[config.mk]
export PLATFORM = sky130hd
export DESIGN_NAME = sorted_priority_queue
export DESIGN_NICKNAME = d
export VERILOG_FILES = /design/src/sv/spq_pkg.sv /design/src/sv/spq_cell.sv /design/src/sv/sorted_priority_queue.sv
export SDC_FILE = /design/constraint.sdc
export NUM_CORES = 2
export LEC_CHECK = 0
export ABC_AREA = 0
export BUFFER_PORTS_ARGS = -buffer_cell sky130_fd_sc_hd__buf_2
export CORE_MARGIN = 10
export CORE_UTILIZATION = 40
export CTS_BUF_LIST = sky130_fd_sc_hd__clkbuf_4 sky130_fd_sc_hd__clkbuf_8
export CTS_CLUSTER_SIZE = 10
export DETAILED_ROUTE_END_ITERATION = 10
export PLACE_DENSITY = 0.54
export SKIP_CTS_REPAIR_TIMING = 1
export SLEW_MARGIN = 0
export SYNTH_ARGS = -nofsm -noshare
export SYNTH_HDL_FRONTEND = slang
export SYNTH_SLANG_ARGS = --single-unit
[constraint.sdc]
create_clock -name clock -period 7.5 [get_ports clock]
set_input_delay 0.375 -clock clock [delete_from_list [all_inputs] [get_ports clock]]
set_output_delay 0.375 -clock clock [all_outputs]
set_load 0.02 [all_outputs]
[src/sv/spq_pkg.sv]
// ----------------------------------------------------------------------------
// Sorted priority queue package
// Command codes, cell operations and the control beat shared by the cell row.
// ----------------------------------------------------------------------------
package spq_pkg;

   localparam int unsigned ValueWidth = 32;
   localparam int unsigned CountOutWidth = 5;

   typedef enum logic [1:0] {
      CMD_INSERT = 2'd0,
      CMD_REMOVE = 2'd1,
      CMD_PEEK   = 2'd2,
      CMD_CLEAR  = 2'd3
   } cmd_type;

   // The operation that every cell of the row performs.
   typedef enum logic [1:0] {
      OP_HOLD   = 2'd0,
      OP_INSERT = 2'd1,
      OP_SHIFT  = 2'd2
   } op_type;

   typedef struct packed {
      op_type                         op;
      logic signed [ValueWidth-1:0]   value;
   } ctrl_type;

endpackage

[src/sv/spq_cell.sv]
// ----------------------------------------------------------------------------
// Sorted priority queue cell
// Holds one queue slot and trades entries with its two neighbors.
// ----------------------------------------------------------------------------
module spq_cell
   import spq_pkg::*;
(
   input  logic                          clock,
   input  ctrl_type                      ctrl,
   input  logic                          occupied,
   input  logic signed [ValueWidth-1:0]  prev_entry,
   input  logic                          prev_below,
   input  logic signed [ValueWidth-1:0]  next_entry,
   output logic signed [ValueWidth-1:0]  entry,
   output logic                          below
);

   logic signed [ValueWidth-1:0] entry_ff;
   logic signed [ValueWidth-1:0] entry_in;

   // A cell is "below" the new value when it is empty or strictly smaller;
   // the row is sorted, so these flags form a thermometer from the tail.
   assign below = !occupied || (entry_ff < ctrl.value);
   assign entry = entry_ff;

   always_comb begin
      entry_in = entry_ff;
      case (ctrl.op)
         OP_INSERT: begin
            if (below) begin
               entry_in = prev_below ? prev_entry : ctrl.value;
            end
         end
         OP_SHIFT: entry_in = next_entry;
         default:  entry_in = entry_ff;
      endcase
   end

   always_ff @(posedge clock) begin
      entry_ff <= entry_in;
   end

endmodule

[src/sv/sorted_priority_queue.sv]
// ----------------------------------------------------------------------------
// Sorted priority queue
// Bounded max-priority queue of signed values kept in descending order in a
// row of cells; insert, remove, peek and clear, one result per command.
// ----------------------------------------------------------------------------
//
//   Channel   Ports                                    Direction  Handshake
//   request   start, busy, req_cmd, req_value          in         start & !busy
//   response  rsp_strobe, rsp_result_value, rsp_ok,    out        strobe, 1 cycle
//             rsp_entry_count, rsp_is_empty_flag,
//             rsp_is_full_flag
//
// For every command, all cells decide their next entry in parallel from their
// own compare and their neighbors' data, so the row is updated at the same
// edge that accepts the beat. The response beat appears in the cycle
// after acceptance, for exactly one cycle. The queue never pushes back, so busy
// stays low and a new command may follow in every cycle. Reset clears the count
// and the response strobe; slot contents are unknown until written and are
// never looked at beyond the count.
//
module sorted_priority_queue
   import spq_pkg::*;
#(
   parameter int unsigned CAPACITY = 16
)
(
   input  logic                             clock,
   input  logic                             reset,
   input  logic                             start,
   output logic                             busy,
   input  logic [1:0]                       req_cmd,
   input  logic signed [ValueWidth-1:0]     req_value,
   output logic                             rsp_strobe,
   output logic signed [ValueWidth-1:0]     rsp_result_value,
   output logic                             rsp_ok,
   output logic [CountOutWidth-1:0]         rsp_entry_count,
   output logic                             rsp_is_empty_flag,
   output logic                             rsp_is_full_flag
);

   localparam int unsigned CountWidth = $clog2(CAPACITY + 1);
   localparam logic [CountWidth-1:0] CountFull = CountWidth'(CAPACITY);

   cmd_type                          cmd;
   logic                             accept;
   logic                             empty;
   logic                             full;
   ctrl_type                         ctrl;

   logic [CountWidth-1:0]            count_ff;
   logic [CountWidth-1:0]            count_in;

   logic                             rsp_strobe_ff;
   logic signed [ValueWidth-1:0]     rsp_result_value_ff;
   logic signed [ValueWidth-1:0]     result_value_in;
   logic                             rsp_ok_ff;
   logic                             ok_in;
   logic [CountOutWidth-1:0]         rsp_entry_count_ff;
   logic                             rsp_is_empty_flag_ff;
   logic                             rsp_is_full_flag_ff;

   logic signed [ValueWidth-1:0]     entry_w [CAPACITY];
   logic                             below_w [CAPACITY];

   assign busy   = 1'b0;
   assign accept = start && !busy;
   assign cmd    = cmd_type'(req_cmd);
   assign empty  = (count_ff == '0);
   assign full   = (count_ff == CountFull);

   // Command decoder: turns the request into one operation for the whole
   // row, the new count and the response fields. An insert into a full queue
   // and a remove from an empty one leave the row alone.
   always_comb begin
      ctrl.op         = OP_HOLD;
      ctrl.value      = req_value;
      count_in        = count_ff;
      result_value_in = '0;
      ok_in           = 1'b1;
      if (accept) begin
         unique case (cmd)
            CMD_INSERT: begin
               if (full) begin
                  ok_in = 1'b0;
               end else begin
                  ctrl.op  = OP_INSERT;
                  count_in = count_ff + 1'b1;
               end
            end
            CMD_REMOVE: begin
               if (empty) begin
                  result_value_in = -32'sd1;
                  ok_in           = 1'b0;
               end else begin
                  result_value_in = entry_w[0];
                  ctrl.op         = OP_SHIFT;
                  count_in        = count_ff - 1'b1;
               end
            end
            CMD_PEEK: begin
               if (empty) begin
                  result_value_in = -32'sd1;
                  ok_in           = 1'b0;
               end else begin
                  result_value_in = entry_w[0];
               end
            end
            CMD_CLEAR: count_in = '0;
            default:   count_in = count_ff;
         endcase
      end
   end

   // The cell row. Slot 0 holds the largest value; a slot counts as occupied
   // when its index is below the stored count.
   for (genvar i = 0; i < CAPACITY; i++) begin : g_cell
      logic                          occupied;
      logic signed [ValueWidth-1:0]  prev_entry;
      logic                          prev_below;
      logic signed [ValueWidth-1:0]  next_entry;

      assign occupied = (count_ff > CountWidth'(i));

      if (i == 0) begin : g_head
         assign prev_entry = req_value;
         assign prev_below = 1'b0;
      end else begin : g_body
         assign prev_entry = entry_w[i-1];
         assign prev_below = below_w[i-1];
      end

      if (i == CAPACITY - 1) begin : g_tail
         assign next_entry = entry_w[i];
      end else begin : g_mid
         assign next_entry = entry_w[i+1];
      end

      spq_cell u_cell (
         .clock      (clock),
         .ctrl       (ctrl),
         .occupied   (occupied),
         .prev_entry (prev_entry),
         .prev_below (prev_below),
         .next_entry (next_entry),
         .entry      (entry_w[i]),
         .below      (below_w[i])
      );
   end

   always_ff @(posedge clock) begin
      if (reset) begin
         count_ff      <= '0;
         rsp_strobe_ff <= 1'b0;
      end else begin
         count_ff      <= count_in;
         rsp_strobe_ff <= accept;
      end
   end

   always_ff @(posedge clock) begin
      rsp_result_value_ff  <= result_value_in;
      rsp_ok_ff            <= ok_in;
      rsp_entry_count_ff   <= CountOutWidth'(count_in);
      rsp_is_empty_flag_ff <= (count_in == '0);
      rsp_is_full_flag_ff  <= (count_in == CountFull);
   end

   assign rsp_strobe        = rsp_strobe_ff;
   assign rsp_result_value  = rsp_result_value_ff;
   assign rsp_ok            = rsp_ok_ff;
   assign rsp_entry_count   = rsp_entry_count_ff;
   assign rsp_is_empty_flag = rsp_is_empty_flag_ff;
   assign rsp_is_full_flag  = rsp_is_full_flag_ff;

   // The count never passes the capacity.
   a_count_bound: assert property (@(posedge clock) disable iff (reset)
      count_ff <= CountFull)
      else $error("stored count above capacity");

   // Every accepted command yields exactly one response beat in the next cycle.
   a_one_response: assert property (@(posedge clock) disable iff (reset)
      accept |=> rsp_strobe)
      else $error("accepted command without response");

   // A refused insert happens only when the queue was full and keeps the count.
   a_refused_insert: assert property (@(posedge clock) disable iff (reset)
      (accept && cmd == CMD_INSERT && full) |=> (!rsp_ok && count_ff == $past(count_ff)))
      else $error("insert refused without a full queue");

   // A clear always leaves an empty queue behind.
   a_clear_empties: assert property (@(posedge clock) disable iff (reset)
      (accept && cmd == CMD_CLEAR) |=> (count_ff == '0 && rsp_is_empty_flag))
      else $error("clear did not empty the queue");

   // The head of the row is the largest stored value.
   a_head_order: assert property (@(posedge clock) disable iff (reset)
      (count_ff > CountWidth'(1)) |-> (entry_w[0] >= entry_w[1]))
      else $error("head slot out of order");

endmodule
# After elaboration in Yosys (flattened, before gate mapping)
# Cells that the tools add are included.
dict set report totals {
  reg_bits 558
  input_bits 37
}
dict set report op_classes {
  add_sub_neg 2
  order_cmp 32
  eq_ne 22
  mux 57
  n_reduce_logical 54
}
# operator n
set op_table {}
lappend op_table {{$mux 32} 31}
lappend op_table {{$pmux 32 s2} 15}
lappend op_table {{$lt 32x32->1} 16}
lappend op_table {{$gt 5x4->1 const B} 8}
lappend op_table {{$reduce_and 2->1} 17}
lappend op_table {{$ne 2x1->1 const B} 15}
lappend op_table {{$gt 5x3->1 const B} 4}
lappend op_table {{$logic_not 1->1} 16}
lappend op_table {{$logic_or 1x1->1} 16}
lappend op_table {{$mux 5} 3}
lappend op_table {{$pmux 5 s3} 1}
lappend op_table {{$eq 5x5->1 const B} 2}
lappend op_table {{$gt 5x1->1 const B} 2}
lappend op_table {{$gt 5x2->1 const B} 2}
lappend op_table {{$logic_not 5->1} 2}
lappend op_table {{$eq 2x2->1 const B} 3}
lappend op_table {{$add 5x1->5 const B} 1}
lappend op_table {{$sub 5x1->5 const B} 1}
lappend op_table {{$eq 2x1->1 const B} 2}
lappend op_table {{$mux 2} 2}
lappend op_table {{$pmux 2 s2} 1}
lappend op_table {{$mux 1} 3}
lappend op_table {{$logic_not 2->1} 1}
lappend op_table {{$pmux 1 s2} 1}
lappend op_table {{other kinds (2)} 2}

# Logic depth before layout (Yosys ltp)
dict set report depth {
  depth_word 7
  depth_mapped 14
  depth_no_buf 10
}

# Hierarchy
# A second synthesis with hierarchy kept.
dict set report hier_totals {
  cells_unflattened 4373
  area_unflattened_um2 41183.2
}
# module n_inst cells_each area_each_um2 seq_area_each_um2
set modules_own_cells {}
lappend modules_own_cells {spq_cell 16 259 2454.9 960.9}
lappend modules_own_cells {sorted_priority_queue 1 229 1905.6 920.9}

# Worst setup path after synthesis
# OpenSTA, ideal clock, no wires.
dict set report synth_path {
  path_kind {input -> register}
  from {input port req_value[31]}
  to {register g_cell[3].u_cell.entry_ff[0] (enable)}
  arrival_time_ps 5207
  path_slack_ps 1827
  cell_stages 13
  path_buffers 3
  path_cell_list {clkbuf_1 clkbuf_1 inv_1 ha_1 nand4_1 nor4_1 o211ai_1 a21oi_1 nor2_1 o221ai_4 buf_6 inv_1 o21ai_0}
}
dict set report synth_between {
  elab_chain_len 4
}
# item line_no
set synth_lines {}
lappend synth_lines {{start: declaration} sorted_priority_queue.sv:32} ;# input logic signed [ValueWidth-1:0] req_value,
lappend synth_lines {{$lt 32x32->1} spq_cell.sv:23} ;# assign below = !occupied || (entry_ff < ctrl.value);
lappend synth_lines {{$logic_or 1x1->1} spq_cell.sv:23}
lappend synth_lines {{$ne 2x1->1 (no line)} n/a}
lappend synth_lines {{$reduce_and 2->1 (no line)} n/a}
lappend synth_lines {{end signal: assignment} spq_cell.sv:40} ;# entry_ff <= entry_in;
lappend synth_lines {{end: declaration} spq_cell.sv:18} ;# logic signed [ValueWidth-1:0] entry_ff;
# No other way between the ends.
# A chain may end at the register's enable or synchronous reset.

# Worst setup path after layout
dict set report layout_path {
  from {input port req_value[30]}
  to {register g_cell[3].u_cell.entry_ff[31] (enable)}
}
# Same word-level chain as after synthesis.

==> metrics.csv <==
stage,metric,value,unit
synth,ys_seq_area_frac,0.417,
placed_design,place.gp.congestion,0.894,
clocking,cts_root_buffer,clkbuf_8,
synth,syn_area_per_cell,10.1,um2
setup_path,path_buf_inv,4,
clocking,cts_htree_levels,3,
drt,first_iter_violations,2450,
sta,worst_slew_pin_slew,1200,ps
synth,synthTopCellsByArea,"edfxtp_1 (39%), ha_1 (16%), mux2i_1 (11%)",
setup_path,cp_max_fo,34,
sta,finalHoldViolations,0,
layout,fillers,9388,
drt,drc,0,
synth,synth_cells,3869,
setup_path,worstSetupPathType,primary input to register,
power,ir_drop,0.132,mV
clocking,clock-sinks,558,
placed_design,io_buffers,77,
clocking,numCtsBuffers,104,
grt,grt_max_degree,183,
setup_path,critical_path.max_stage_delay,960,ps
grt,grt_pass1_vias,29500,
drt,first_pass_iters,6,
synth,yosysTopAreaCellShare,0.393,
floorplan,start_util,0.404,
drt,wl_per_cell,23.6,um
setup_path,cp-end-kind,register,
synth,syn-cell-area,0.0391,mm2
floorplan,dieArea,0.111,mm2
sta,rsz0062_at_grt,false,
grt,grt_usage,0.216,
drt,ant_nets,0,
floorplan,rows,114,
synth,synth_cell_types,78,
sta,maxSlewHeadroom,0.198,
grt,antenna_found_initial,8,
layout,drive_gt1_frac,0.101,
floorplan,dieHeight,333,um
drt,wl,123,mm
clocking,clkTransAtPathRegs,70,ps
sta,clock.fmax,0.204,GHz
synth,yosysTopAreaCell,edfxtp_1,
floorplan,coreArea,0.0969,mm2
synth,synth_seq_cells,558,
setup_path,crit_required,7840,ps
status,status,finished clean,
synth,async_flop_share,0,
setup_path,startpoint_type,primary input,
clocking,cts_tree,built,
synth,synth_nets,4412,
layout,area_growth_syn_to_layout,9.14,%
sta,tns,0,ps
drt,vias_per_cell,5.75,
setup_path,cp_common_cell,inv_1,
setup_path,cp_cell_sequence,buf_2 -> inv_1 -> ha_1 -> nand4_1 -> nor4_1 -> o211ai_1 -> a21oi_1 -> nor2_1 -> o221ai_4 -> buf_4 -> inv_1 -> o21ai_4,
clocking,clk_latency,750,ps
setup_path,worst_ep_arrival_time,5240,ps
synth,synth_edf_count,512,
clocking,clockBufferDepth,3,
placed_design,hpwlAfterDp,86.5,mm
sta,skew,26.0,ps
sta,fin_crit,4900,ps
floorplan,ios,79,
synth,yosys_warnings,0,
setup_path,critPathTopFamily,compound AO/OA/AOI/OAI gates,
power,p_per_area,185,mW/mm2
layout,utilization,0.441,
setup_path,slowest_stage,o21ai_4,
layout,final_nets,4406,
sta,final.period_utilization,0.653,
sta,finalSetupViolCount,0,
power,p_leak,17.1,nW
drt,num_vias,30100,
grt,grt_pass1_wl,187,mm
sta,report.final.slew_viol_count,0,
synth,synth_ff_type,edfxtp_1,
grt,grt-ovfl-total,0,
floorplan,die_x,333,um
worst_hold_path,min_path_type,primary input to register,
job,cap_violations,0,
-- Yosys cell counts (all sizes together) (45+ instances only) --
master and instances:
dfxtp 46, nand4 68, nor2 418, mux2i 415, a21o 62, a221oi 45, inv 58, o21ai 313
nand2 366, a21oi 444, ha 506, clkbuf 156, buf 101, edfxtp 512, nor3 55
-- layer usage --
layer,routed length [um],up-vias,global-route usage
met4,4010,6,0.0763
met5,32,-,0
li1,-,14500,-
met2,55000,938,0.342
met3,7390,222,0.0326
met1,57000,14400,0.298
-- final timing paths --
path / endpoint / slack (ps) / cells past startpoint / start
hold reg to reg: rsp_result_value[13] / 550 / 2 / g_cell[0].u_cell.entry[13]
setup reg to reg: g_cell[2].u_cell.entry[31] / 2780 / 11 / g_cell[2].u_cell.entry[27]
hold / removal: rsp_ok / 10 / 3 / req_cmd[1]
setup / recovery: g_cell[3].u_cell.entry[31] / 2600 / 12 / req_value[30]
-- flip-flops by register name, summed over array words and instances (netlist names) --
| name | cells |
|---|---|
| rsp_result_value | 32 |
| rsp_strobe | 1 |
| rsp_entry_count | 5 |
| rsp_is_full_flag | 1 |
| count_ff | 5 |
| rsp_ok | 1 |
| g_cell.u_cell.entry | 512 |
| rsp_is_empty_flag | 1 |
-- final cells by class --
type | count | area, um2 | area share
Clock inverter | 44 | 324 | 0.00759
Antenna cell | 4 | 10.0 | 0.000235
Timing Repair Buffer | 145 | 923 | 0.0216
Multi-Input combinational cell | 2996 | 21400 | 0.501
Inverter | 58 | 218 | 0.00510
Clock buffer | 152 | 1920 | 0.0451
Sequential cell | 558 | 16300 | 0.382
Tap cell | 1276 | 1600 | 0.0374
-- tightest hold or removal path, cell delays in order --
cell	delay, ps
buf_2	100
ha_1	130
nand4b_1	100
-- cell families (layout without fill, tap and decap cells) --
group | after synthesis | in the layout | synth area share
and+or+nand+nor | 1046 | 1046 | 0.117
DFF | 558 | 558 | 0.417
muxes | 449 | 449 | 0.117
AOI/OAI and AO/OA | 994 | 994 | 0.147
adders and majority gates | 506 | 506 | 0.162
other | 1 | 5 | 0.0000959
buffers and inverters | 315 | 399 | 0.0413
-- power by group --
group          internal (mW)  total, mW  switching, mW  leakage [nW]
sequential              3.54       3.65          0.108          5.09
clock                   1.79       3.23           1.44          1.19
combinational          0.357       1.01          0.657          10.8
-- placed cells by master, fill, tap and decap left out, drive strengths merged, types with 62 or more instances in the layout --
master,instances
edfxtp,512
ha,506
a21oi,444
nor2,418
mux2i,415
nand2,366
o21ai,313
clkbuf,152
buf,144
nand4,68
a21o,62
-- metrics by stage --
stage / cell area [um2] / setup slack, ps / hold slack, ps / total power [mW] / std cells
2_1_floorplan: 39100 / 1830 / 447 / 4.36 / 3869
3_3_place_gp: 40400 / 1930 / 528 / 4.71 / 5032
3_5_place_dp: 40400 / 1880 / 540 / 4.72 / 5032
4_1_cts: 42700 / 2660 / -165 / 7.97 / 5228
5_1_grt: 42700 / 2420 / 19.3 / 8.23 / 5232
6_report: 42700 / 2600 / 9.82 / 7.89 / 5233
Note: power is estimated with default switching activity, not from simulation.
